### src/rtl/core/eqop_pkg.sv
// Shared types and constants for the event queue with overflow policy.
// Used by the register block, controller, datapath and top level.
// No dependencies.
package eqop_pkg;

  // Field widths fixed by the interface
  localparam int KIND_W = 4;
  localparam int SEQ_W  = 48;
  localparam int PAY_W  = 32;
  localparam int CNT_W  = 7;
  localparam int MASK_W = 16;
  localparam int POL_W  = 2;
  localparam int OVF_W  = 32;
  localparam int STAT_W = 3;

  // Configuration port
  localparam int APB_AW = 5;
  localparam int APB_DW = 32;
  localparam int IDX_W  = 3;

  // Number of kinds that carry a class
  localparam int KINDS = 16;

  // Capacity after reset
  localparam logic [CNT_W-1:0] CAP_RESET = 7'd64;

  typedef enum logic [IDX_W-1:0] {
    REG_POLICY     = 3'd0,
    REG_CAPACITY   = 3'd1,
    REG_COAL_MASK  = 3'd2,
    REG_NDROP_MASK = 3'd3,
    REG_MOTION     = 3'd4
  } reg_idx_t;

  typedef enum logic [POL_W-1:0] {
    POL_DROP       = 2'd0,
    POL_COALESCE   = 2'd1,
    POL_NEVER_DROP = 2'd2
  } policy_t;

  typedef enum logic [STAT_W-1:0] {
    ST_STORED    = 3'd0,
    ST_COALESCED = 3'd1,
    ST_GAP       = 3'd2,
    ST_DROPPED   = 3'd3,
    ST_NOT_PUSH  = 3'd4
  } push_status_t;

  localparam logic REQ_PUSH = 1'b0;
  localparam logic REQ_POP  = 1'b1;

  typedef struct packed {
    logic [POL_W-1:0]  policy;
    logic [CNT_W-1:0]  capacity;
    logic [MASK_W-1:0] coal_mask;
    logic [MASK_W-1:0] ndrop_mask;
    logic [KIND_W-1:0] motion;
  } cfg_t;

  typedef struct packed {
    logic              gap;
    logic [KIND_W-1:0] kind;
    logic [SEQ_W-1:0]  seq;
    logic [PAY_W-1:0]  pay;
  } entry_t;

  // Controller to datapath commands
  typedef struct packed {
    logic exec;  // take the request and update the queue
    logic load;  // form the result into the output register
  } dp_cmd_t;

  // Datapath to controller status
  typedef struct packed {
    logic out_full;
  } dp_status_t;

  // Class membership of a kind
  function automatic logic kind_in(input logic [MASK_W-1:0] mask,
                                   input logic [KIND_W-1:0] kind);
    logic hit;
    hit = 1'b0;
    if (int'(kind) < KINDS && int'(kind) < MASK_W) begin
      hit = mask[kind];
    end
    return hit;
  endfunction

endpackage

### src/rtl/core/eqop_regs.sv
// Configuration registers behind an APB-style port.
// Depends on eqop_pkg for register indexes and the config struct.
module eqop_regs
  import eqop_pkg::*;
(
  input  logic              clk,
  input  logic              rst,
  input  logic              psel,
  input  logic              penable,
  input  logic              pwrite,
  input  logic [APB_AW-1:0] paddr,
  input  logic [APB_DW-1:0] pwdata,
  output logic [APB_DW-1:0] prdata,
  output logic              pready,
  output cfg_t              cfg,
  output logic              cap_wr
);

  logic           wr_en;
  logic [IDX_W-1:0] idx;

  assign pready = 1'b1;
  assign idx    = paddr[APB_AW-1:2];
  assign wr_en  = psel && penable && pwrite && pready;
  assign cap_wr = wr_en && (idx == REG_CAPACITY);

  // Write registers
  always_ff @(posedge clk) begin
    if (rst) begin
      cfg.policy     <= POL_DROP;
      cfg.capacity   <= CAP_RESET;
      cfg.coal_mask  <= '0;
      cfg.ndrop_mask <= '0;
      cfg.motion     <= '0;
    end else if (wr_en) begin
      case (idx)
        REG_POLICY:     cfg.policy     <= pwdata[POL_W-1:0];
        REG_CAPACITY:   cfg.capacity   <= pwdata[CNT_W-1:0];
        REG_COAL_MASK:  cfg.coal_mask  <= pwdata[MASK_W-1:0];
        REG_NDROP_MASK: cfg.ndrop_mask <= pwdata[MASK_W-1:0];
        REG_MOTION:     cfg.motion     <= pwdata[KIND_W-1:0];
        default: ;
      endcase
    end
  end

  // Read back
  always_comb begin
    case (idx)
      REG_POLICY:     prdata = APB_DW'(cfg.policy);
      REG_CAPACITY:   prdata = APB_DW'(cfg.capacity);
      REG_COAL_MASK:  prdata = APB_DW'(cfg.coal_mask);
      REG_NDROP_MASK: prdata = APB_DW'(cfg.ndrop_mask);
      REG_MOTION:     prdata = APB_DW'(cfg.motion);
      default:        prdata = '0;
    endcase
  end

endmodule

### config.mk
export PLATFORM = sky130hd
export DESIGN_NAME = eqop_regs
export DESIGN_NICKNAME = d
export VERILOG_FILES = /design/src/rtl/core/eqop_pkg.sv /design/src/rtl/core/eqop_regs.sv
export SDC_FILE = /design/constraint.sdc
export NUM_CORES = 1
export LEC_CHECK = 0
export ABC_AREA = 1
export BUFFER_PORTS_ARGS = -buffer_cell sky130_fd_sc_hd__buf_2
export CAP_MARGIN = 0
export CORE_ASPECT_RATIO = 0.9
export CORE_MARGIN = 8
export CORE_UTILIZATION = 49
export DETAILED_ROUTE_END_ITERATION = 8
export PLACE_DENSITY = 0.93
export SYNTH_ARGS = -nofsm -noshare
export SYNTH_HDL_FRONTEND = slang
export SYNTH_SLANG_ARGS = --single-unit
### constraint.sdc
create_clock -name clk -period 3.5 [get_ports clk]
set_clock_uncertainty 0.05 [all_clocks]
set_input_delay 0.7 -clock clk [delete_from_list [all_inputs] [get_ports clk]]
set_output_delay 0.7 -clock clk [all_outputs]
set_load 0.005 [all_outputs]
# After elaboration in Yosys (flattened, before gate mapping)
# Cells that the tools add are included.
[totals] register_bits=45 inputBits=42 word_cells=19
[classes] muxes=1 eq_ne=4 n_reduce_logical=9
[op_table] op="16-bit one-hot mux with 5 select lines" count=1
[op_table] op="2-bit AND reduction" count=5
[op_table] op="3-bit by 2-bit equality test with 1-bit output (second input constant)" count=2
[op_table] op="3-bit by 1-bit equality test with 1-bit output (second input constant)" count=1
[op_table] op="3-bit equality test (second input constant)" count=1
[op_table] op="1-bit logical AND" count=3
[op_table] op="3-bit logical NOT" count=1

# Logic depth before layout (Yosys ltp)
# Gate-level depths: netlist (run 1).
[logic_depth] ltp_word=3 ltp_mapped=8 depth_no_buf=7

# Least setup slack after synthesis (run 1)
# OpenSTA, ideal clock, no wires.
[synth_timing] path_kind="input to output" from="input paddr[2]" to="output prdata[2]" stages=8 arrival_time_ns=1.437 slack_ns=1.313 required_time_ns=2.750 cell_sequence="buf_2 > inv_1 > nand2_1 > nor2_1 > nand2_1 > nand2_1 > inv_1 > nand2_1"
[synth_via] elab_chain_cells=2 elab_cells_between_ends=6 classes_between="eq/ne (4); mux (1); reduce/logical (1)"
[synth_lines] item="start, declared" line_no="eqop_regs.sv:11" text="input logic [APB_AW-1:0] paddr,"
[synth_lines] item="3-bit equality test, or another cell as far along" line_no="eqop_regs.sv:49" text="case (idx)"
[synth_lines] item="16-bit one-hot mux with 5 select lines (*)" line_no="eqop_regs.sv:49"
[synth_lines] item="end, declared" line_no="eqop_regs.sv:13" text="output logic [APB_DW-1:0] prdata,"
# Mark *: on every way between the ends. The rest lies on a longest branch, timed or not.

# Final worst setup path (run 1)
[layout_timing] from="input paddr[3]" to="output prdata[3]"
# Same word-level chain as after synthesis.

==> qor.txt, run 1 <==
Maximum clock insertion buffer count = 2
Fin area = 2800 sq um
Number of standard-cell rows in the floorplan = 23
Terminus of the critical flop-to-flop path = cfg[42]
Predominant post-synthesis flop cell = sky130_fd_sc_hd__dfxtp_1
Power per Cell Area = 365 nW/um^2
Net switching power = 0.238 mW
Switch share = 0.233
Shortest clock period the worst path allows after layout = 2740 ps
Top flop regs = cfg: 45 flops
Worst reg2reg startpoint = cfg[42]
Top delay family on crit path = simple AND/OR/NAND/NOR gates
Endpoint, Worst Hold = cfg[17]
Ant. Diodes = 0
Setup-failing EPs final = 0
TNS Setup = 0 ps
Seq pwr share = 0.512
Hold-critical path depth = 2
Clk pin slew, worst setup/hold paths = 80 ps
I/O pin total = 121
Launch point of the worst hold path = cfg[17]
Clock latency reported for the late side of the worst-skew pair = 290 ps
Sequential fraction of the synthesis area = 0.388
Measured slew at the worst slew-check pin = 749 ps
Kind of start point of the critical path = input pin
Number of global-route vias before repair = 2,175
Cell with the most instances after synthesis = sky130_fd_sc_hd__nand2_1
Filler cell count = 437
Leading cell types by total area after synthesis = sky130_fd_sc_hd__dfxtp_1 39%, sky130_fd_sc_hd__nand2_1 20%, sky130_fd_sc_hd__nor2_1 16%
Cell breakdown of the critical path = buf_2 -> inv_1 -> nand2_1 -> nor2_1 -> nand2_1 -> nand2_1 -> inv_1 -> nand2_1 -> buf_2
Sum of routed wire length over all layers = 6.23 mm
Peak clock frequency supported by timing = 364 MHz
Post-route worst setup slack = 756 ps
Core region area = 4520 sq um
Fraction of layout cells with a size suffix above 1 = 0.230
Post-detailed-placement cell area = 2680 sq um
Buffers plus inverters on the worst setup path = 4
First-pass GRT wire length = 9.77 mm
Die extent in x = 88.5 um
Worst reg-to-reg path cell count = 2
First-pass DRT Iterations = 4
Relative contribution of combinational cells to total power = 0.095
CP max stage cell = sky130_fd_sc_hd__nor2_1
Vias = 2,455
Total GRT Usage = 0.168
Placement-stage worst setup slack = 730 ps
Portion of the clock cycle consumed by the worst path in the final layout = 0.784
Leading area contributor after synthesis = sky130_fd_sc_hd__dfxtp_1
Critical path's largest stage delay = 570 ps
Post-cts sizing count = 0
Area Overhead vs Synth = 20.7%
Post-synth design cell area = 2320 sq um
Relative slew slack = 0.500
Clock buffer count from CTS = 5
Antenna violations before repair = 0
Arrival time at the worst endpoint = 1990 ps
Clock power share = 0.393
Congestion Overflow GR = 0
Internal portion of total power = 0.783 mW
Count of H-tree levels built during CTS = 2
Kind of path behind the tightest hold check = reg2reg
Share of Yosys cell area claimed by the top area cell type = 0.388
Number of standard cells in the final layout excluding fillers = 515
Instance count after placement with tap cells included = 507
Number of synthesized flops with an enable pin = 0
Number of max-cap violations = 0
Vias per std cell = 4.77
Number of hold buffers added after CTS = 0
Kind of critical path = in2out
Category of the worst setup path capture point = primary output
Count of unresolved DRC violations after routing = 0
Register bit total from synthesis = 45
Maximum number of pins on one net before global-route repair = 46
Die H = 81.3 um
Weighted congestion at the end of routability-driven global placement = 0.848
Register with the highest flop count = cfg
Number of DRC markers after the initial detailed-route iteration = 179
Final hold viol count = 0
Flip-flop count of the largest register, all copies and words added = 45
Number of pins exceeding their max-slew limit in the final report = 0
Setup repair after global routing missed its margin = false
Half-perimeter wire length of the detailed placement result = 4.50 mm
Most used cell, CP = sky130_fd_sc_hd__nand2_1
Crit path max fanout = 11
Required time of the critical path = 2750 ps
Final core utilization = 0.620
CTS tree = yes
Run status = complete, no violations
Area of the die = 7190 sq um
FFs w/ async S/R, synth = 0
Post-synthesis cell type count = 15
CTS sink cnt = 45
Post-route ant nets = 0
Number of nets in the finished design = 494
Number of instances in the synthesized netlist = 376
Lkg Pwr = 1.55 nW
Routed len/inst = 12.1 um
IR drop worst, VDD = 0.227 mV
Post-CTS setup buffer count = 0
Count of port buffers added during placement = 85
Warning count from the yosys run = 0
List of most frequent post-synthesis cells = 124 x sky130_fd_sc_hd__nand2_1, 96 x sky130_fd_sc_hd__nor2_1, 45 x sky130_fd_sc_hd__dfxtp_1, 38 x sky130_fd_sc_hd__nand3_1, 23 x sky130_fd_sc_hd__inv_1
Average footprint of a synthesized cell = 6.17 sq um
Worst R2R Setup Slack = 2820 ps
CTS root buffer = sky130_fd_sc_hd__clkbuf_8
Initial Utilization = 0.513
-- power groups by stage --
stage | logic, mW | registers (mW) | clock network (mW)
after global routing | 0.110 | 0.524 | 0.439
after floorplan | 0.0760 | 0.535 | 0
after global placement | 0.0941 | 0.535 | 0
after detailed placement | 0.0959 | 0.535 | 0
final | 0.0967 | 0.523 | 0.401
after CTS | 0.0961 | 0.523 | 0.414
-- final cells by class --
class / count / area (sq um) / area share
well taps: 62 / 77.6 / 0.0277
flip-flops and latches: 45 / 901 / 0.322
repair buffers: 88 / 448 / 0.160
inverters: 26 / 97.6 / 0.0349
clock buffers: 7 / 86.3 / 0.0308
multi-input cells: 286 / 1160 / 0.414
clock inverters: 1 / 30.0 / 0.0107
-- worst register-to-register path: stages (launching register included) --
cell	delay, ps
sky130_fd_sc_hd__dfxtp_1	330
sky130_fd_sc_hd__o21ai_0	80
sky130_fd_sc_hd__nand3_1	80
-- routing by layer --
metal | up-vias | share of wire | track usage
met5 | - | 0 | 0
met4 | 0 | 0.0032 | 0.0354
met3 | 2 | 0.12 | 0.0575
met2 | 115 | 0.48 | 0.299
met1 | 1080 | 0.40 | 0.190
li1 | 1258 | - | -
-- worst max path at each step --
stage / startpoint / slack, ps / endpoint / cells past startpoint
finish: paddr[3] / 760 / prdata[3] / 9
global placement: paddr[3] / 800 / prdata[2] / 9
floorplan: paddr[2] / 1310 / prdata[2] / 8
CTS: paddr[3] / 740 / prdata[3] / 9
detailed placement: paddr[3] / 730 / prdata[3] / 9
global route: paddr[3] / 600 / prdata[2] / 9
-- cells in the final DEF, fill, tap and decap left out --
master and count:
sky130_fd_sc_hd__nand2_1 124, sky130_fd_sc_hd__nor2_1 96, sky130_fd_sc_hd__buf_2 85, sky130_fd_sc_hd__dfxtp_1 45
sky130_fd_sc_hd__nand3_1 38, sky130_fd_sc_hd__inv_1 23, sky130_fd_sc_hd__conb_1 17, sky130_fd_sc_hd__clkbuf_8 6
sky130_fd_sc_hd__nand4_1 4, sky130_fd_sc_hd__inv_2 3, sky130_fd_sc_hd__nor2_2 3, sky130_fd_sc_hd__buf_4 3
sky130_fd_sc_hd__nand3_2 2, sky130_fd_sc_hd__nor2_4 1, sky130_fd_sc_hd__o21ai_0 1, sky130_fd_sc_hd__clkbuf_1 1
sky130_fd_sc_hd__bufinv_16 1
-- kinds of logic after synthesis --
family,Yosys count,share of synthesized area
flip-flops,45,0.388
other,2,0.00324
buffers and inverters,60,0.136
AO/OA/AOI/OAI,1,0.00216
AND/OR/NAND/NOR,268,0.470
-- metrics by stage --
step	total power, mW	hold slack [ps]
finish	1.02	450
global route	1.07	469
CTS	1.03	449
detailed placement	0.631	437
global placement	0.629	432
floorplan	0.611	433
Note: power is estimated with default switching activity, not from simulation.
==> run 2, diff against run 1 <==
CORE_UTILIZATION = 41   (was 49)
PLACE_DENSITY = 0.84   (was 0.93)
clock period = 2.3 ns   (was 3.5 ns; I/O delays follow)
==> run 2 against run 1 <==
Critical path depth is 1 lower. Cell count is 2.1% higher. Routed wire length is 5.4% higher. Flip-flop and latch count stayed put. Clock-buffer cell count is 1 lower. Largest power group unchanged. Total power is 42% higher. Sequential power is 52% higher. Core utilization is 11 points lower.
==> qor.txt, run 2 (synthesis gave the netlist of run 1 again) <==
Vias = 2,404
Crit path max fanout = 12
Post-CTS setup buffer count = 0
Top flop regs = cfg: 45 flops
Setup repair after global routing missed its margin = false
Critical path's largest stage delay = 220 ps
TNS Setup = 0 ps
Tot Pwr = 1.45 mW
Setup-failing EPs final = 0
Count of unresolved DRC violations after routing = 0
Core region area = 5560 sq um
Post-route worst setup slack = 226 ps
Maximum clock insertion buffer count = 2
CP max stage cell = sky130_fd_sc_hd__buf_4
Clk pin slew, worst setup/hold paths = 80 ps
Count of port buffers added during placement = 85
Area Overhead vs Synth = 22.4%
Kind of path behind the tightest hold check = in2reg
Number of standard cells in the final layout excluding fillers = 526
Clock latency reported for the late side of the worst-skew pair = 290 ps
Met2 routed wirelength = 3.34 mm
Category of the worst setup path capture point = primary output
Antenna violations before repair = 0
Post-route ant nets = 0
Fraction of layout cells with a size suffix above 1 = 0.237
Number of nets in the finished design = 498
Measured slew at the worst slew-check pin = 751 ps
Fin area = 2840 sq um
Die extent in x = 95.3 um
Number of global-route vias before repair = 2,318
Worst hold slack = 348 ps
Kind of critical path = in2out
Leading cell types in the layout, fill and taps excluded = 124 x sky130_fd_sc_hd__nand2_1, 96 x sky130_fd_sc_hd__nor2_1, 85 x sky130_fd_sc_hd__buf_2
Final hold viol count = 0
Power per Cell Area = 511 nW/um^2
Worst R2R Setup Slack = 1620 ps
Met3 routed WL = 535 um
Final core utilization = 0.510
Initial Utilization = 0.417
Maximum number of pins on one net before global-route repair = 46
Instance count after placement with tap cells included = 519
Number of standard-cell rows in the floorplan = 26
Weighted congestion at the end of routability-driven global placement = 0.846
First-pass DRT Iterations = 4
Number of hold buffers added after CTS = 0
Total GRT Usage = 0.156
Required time of the critical path = 1790 ps
Post-detailed-placement cell area = 2750 sq um
Clock buffer count from CTS = 5
Highest metal used = met4
Arrival time at the worst endpoint = 1560 ps
Cell breakdown of the critical path = buf_2 -> inv_2 -> nand3_1 -> inv_1 -> buf_4 -> nand2_1 -> nand3_1 -> buf_2
Peak clock frequency supported by timing = 482 MHz
Post-cts sizing count = 0
CTS root buffer = sky130_fd_sc_hd__clkbuf_8
Portion of the clock cycle consumed by the worst path in the final layout = 0.902
Placement-stage worst setup slack = 228 ps
Run status = complete, no violations
Ant. Diodes = 0
CTS sink cnt = 45
Count of H-tree levels built during CTS = 2
Routed len/inst = 12.5 um
Kind of start point of the critical path = input pin
Vias per std cell = 4.57
Sum of routed wire length over all layers = 6.57 mm
Flip-flop count of the largest register, all copies and words added = 45
Lkg Pwr = 1.56 nW
Met1 routed wirelength after detailed routing = 2.65 mm
Half-perimeter wire length of the detailed placement result = 4.88 mm
First-pass GRT wire length = 10.4 mm
Relative slew slack = 0.499
IR drop worst, VDD = 0.268 mV
Most common library cell in the layout ignoring fill and taps = sky130_fd_sc_hd__nand2_1
Shortest clock period the worst path allows after layout = 2070 ps
Congestion Overflow GR = 0
Number of DRC markers after the initial detailed-route iteration = 132
Number of pins exceeding their max-slew limit in the final report = 0
Number of max-cap violations = 0
CTS tree = yes
I/O pin total = 121
Die H = 87.4 um
Register with the highest flop count = cfg
Area of the die = 8320 sq um
## run 2: changes by cell type in the layout (fill, tap and decap cells not counted)
| cell | previous run | this run |
|---|---|---|
| sky130_fd_sc_hd__buf_12 | 0 | 2 |
| sky130_fd_sc_hd__clkinvlp_4 | 0 | 1 |
| sky130_fd_sc_hd__clkbuf_1 | 1 | 0 |
| sky130_fd_sc_hd__bufinv_16 | 1 | 0 |
| sky130_fd_sc_hd__buf_4 | 3 | 5 |
## run 2: final timing paths
path / from / endpoint / cells after the start
worst max-delay path: paddr[4] / prdata[6] / 8
worst max register to register: cfg[42] / cfg[42] / 2
worst min-delay path: pwdata[6] / cfg[42] / 3
worst min register to register: cfg[12] / cfg[12] / 2
## run 2: cell type report
class                      count  area, sq um
fill                         594         2720
clock inverter                 1         7.51
tap                           70         87.6
clock buffer                   6         82.6
multi-input combinational    286         1160
timing repair buffer          92          503
sequential                    45          901
inverter                      26         97.6
## run 2: report_power, final
part           switching, mW  leakage (nW)  total [mW]  internal, mW
Sequential           0.00760         0.363       0.796         0.788
Combinational          0.101          1.16       0.154        0.0531
Clock                  0.262        0.0433       0.500         0.238
Total                  0.371          1.56        1.45          1.08
## run 2: critical path: cells and delay by family
| family | cells | cell delay [ps] |
|---|---|---|
| and+or+nand+nor | 3 | 250 |
| buffers and inverters | 5 | 840 |
## run 2: layer usage
layer / vias to the layer above / track usage
li1: 1261 / -
met1: 1068 / 0.168
met2: 70 / 0.286
met3: 5 / 0.0405
met4: 0 / 0.0467
met5: - / 0
==> run 3, diff against run 2 <==
ABC_AREA = unset   (was 1)
CORE_UTILIZATION = 42   (was 41)
==> run 3 against run 2 <==
Sequential share of layout area down 1.4 points. Fmax down 4.0%. Via count down 12%. Hold slack better by 41 ps. Largest cell class unchanged. Combinational power down 4%. Total power up 1.4%. Die area up 2.7%. Clock-buffer cell count up 1.
==> qor.txt, run 3 <==
Run status = complete, no violations
Most common library cell in the layout ignoring fill and taps = sky130_fd_sc_hd__buf_2
Area Overhead vs Synth = 20.8%
Routed len/inst = 15.6 um
First-pass DRT Iterations = 4
Arrival time at the worst endpoint = 1650 ps
Number of global-route vias before repair = 2,133
Final core utilization = 0.524
Measured slew at the worst slew-check pin = 778 ps
CTS sink cnt = 45
Flip-flop count of the largest register, all copies and words added = 45
Post-CTS setup buffer count = 0
Congestion Overflow GR = 0
Worst reg2reg startpoint = cfg[14]
Setup repair after global routing missed its margin = false
Predominant post-synthesis flop cell = sky130_fd_sc_hd__dfxtp_1
Number of standard-cell rows in the floorplan = 26
Sum of routed wire length over all layers = 6.66 mm
Warning count from the yosys run = 0
Shortest clock period the worst path allows after layout = 2160 ps
Post-synth design cell area = 2450 sq um
Register with the highest flop count = cfg
Required time of the critical path = 1790 ps
Post-detailed-placement cell area = 2870 sq um
Category of the worst setup path capture point = primary output
Core region area = 5660 sq um
Tot Pwr = 1.47 mW
Final hold viol count = 0
Ant. Diodes = 0
Total GRT Usage = 0.153
Weighted congestion at the end of routability-driven global placement = 0.772
IR drop worst, VDD = 0.264 mV
Number of instances in the synthesized netlist = 275
Leading cell types by total area after synthesis = sky130_fd_sc_hd__dfxtp_1 37%, sky130_fd_sc_hd__mux2i_1 15%, sky130_fd_sc_hd__nand2b_1 10%
Setup-failing EPs final = 0
Count of H-tree levels built during CTS = 2
List of most frequent post-synthesis cells = 45 x sky130_fd_sc_hd__dfxtp_1, 41 x sky130_fd_sc_hd__nand2b_1, 36 x sky130_fd_sc_hd__mux2i_1, 34 x sky130_fd_sc_hd__o21ai_0, 24 x sky130_fd_sc_hd__nor2b_1
Number of DRC markers after the initial detailed-route iteration = 52
Vias per std cell = 4.99
Die extent in x = 96.6 um
Top flop regs = cfg: 45 flops
Terminus of the critical flop-to-flop path = cfg[14]
Power per Cell Area = 496 nW/um^2
Initial Utilization = 0.434
Average footprint of a synthesized cell = 8.93 sq um
Start point of the critical path = paddr[3]
Number of nets in the finished design = 397
Clock buffer count from CTS = 5
TNS Setup = 0 ps
Count of unresolved DRC violations after routing = 0
Sequential fraction of the synthesis area = 0.367
Clock latency reported for the late side of the worst-skew pair = 290 ps
Launch point of the worst hold path = pwdata[11]
Number of hold buffers added after CTS = 0
Post-synthesis cell type count = 23
Fraction of layout cells with a size suffix above 1 = 0.340
Leading cell types in the layout, fill and taps excluded = 85 x sky130_fd_sc_hd__buf_2, 45 x sky130_fd_sc_hd__dfxtp_1, 41 x sky130_fd_sc_hd__nand2b_1
Peak clock frequency supported by timing = 463 MHz
Maximum number of pins on one net before global-route repair = 26
Lkg Pwr = 1.44 nW
Post-cts sizing count = 0
Kind of path behind the tightest hold check = in2reg
FFs w/ async S/R, synth = 0
Number of synthesized flops with an enable pin = 0
Number of max-cap violations = 0
Maximum clock insertion buffer count = 2
Hold-critical path depth = 3
Area of the die = 8550 sq um
Kind of critical path = in2out
Antenna violations before repair = 0
I/O pin total = 121
Endpoint, Worst Hold = cfg[31]
Share of Yosys cell area claimed by the top area cell type = 0.367
CTS tree = yes
Relative slew slack = 0.481
Cell with the most instances after synthesis = sky130_fd_sc_hd__dfxtp_1
Crit path max fanout = 9
Half-perimeter wire length of the detailed placement result = 5.01 mm
Vias = 2,124
Die H = 88.5 um
CTS root buffer = sky130_fd_sc_hd__clkbuf_8
Count of port buffers added during placement = 85
Clk pin slew, worst setup/hold paths = 90 ps
Number of pins exceeding their max-slew limit in the final report = 0
Worst reg-to-reg path cell count = 3
Kind of start point of the critical path = input pin
Fin area = 2970 sq um
Worst R2R Setup Slack = 1460 ps
Post-route ant nets = 0
Portion of the clock cycle consumed by the worst path in the final layout = 0.939
First-pass GRT wire length = 10.2 mm
Register bit total from synthesis = 45
Leading area contributor after synthesis = sky130_fd_sc_hd__dfxtp_1
run 3: cell types whose count changed after synthesis, sizes merged, moves of 6 or more:
| cell | change |
|---|---|
| o21ai | +49 |
| nand3 | -40 |
| nand2b | +41 |
| nand2 | -122 |
| mux2i | +36 |
| clkbuf | +11 |
| buf | -6 |
| nor2 | -86 |
| nor2b | +24 |
| inv | -25 |
run 3: area by class of cell:
cell class | count | area, sq um
tap | 70 | 87.6
clock inverter | 1 | 5.00
sequential | 45 | 901
timing repair buffer | 97 | 515
inverter | 1 | 8.76
fill | 550 | 2690
clock buffer | 7 | 96.3
multi-input combinational | 205 | 1350
run 3: cells by family after synthesis:
family / count (synthesis) / synth area share
AO/OA/AOI/OAI: 57 / 0.139
buffers and inverters: 40 / 0.105
flip-flops: 45 / 0.367
multiplexers: 41 / 0.170
other: 2 / 0.00306
AND/OR/NAND/NOR: 90 / 0.217
run 3: worst max-delay path by stage:
stage	to	cells past startpoint
4_1_cts	prdata[2]	5
3_3_place_gp	prdata[3]	5
2_1_floorplan	prdata[4]	5
5_1_grt	prdata[2]	5
6_report	prdata[2]	5
3_5_place_dp	prdata[2]	5
run 3: through the flow:
| stage | setup WS (ps) | hold slack [ps] | std cells |
|---|---|---|---|
| floorplan | 507 | 427 | 290 |
| global placement | 184 | 420 | 418 |
| detailed placement | 113 | 429 | 418 |
| CTS | 111 | 377 | 426 |
| global route | 41.8 | 398 | 426 |
| finish | 139 | 390 | 426 |
run 3: layer usage:
metal,global-route usage,vias to the layer above,wire length [um],part of all wire
met2,0.257,88,3060,0.46
met1,0.178,981,2900,0.43
met5,0,-,0,0
met4,0.0646,0,107,0.016
li1,-,1043,-,-
met3,0.0416,12,594,0.089
run 3: critical path: stages:
cell and delay [ps]:
sky130_fd_sc_hd__buf_2 200, sky130_fd_sc_hd__nor2b_1 490, sky130_fd_sc_hd__a22oi_1 180, sky130_fd_sc_hd__o21ai_0 170
sky130_fd_sc_hd__buf_2 140
run 3: power by group:
group          internal, mW  leakage (nW)  switching, mW  total [mW]
registers             0.784         0.363        0.00445       0.788
logic                0.0619          1.03         0.0862       0.148
clock network         0.272        0.0542          0.262       0.534
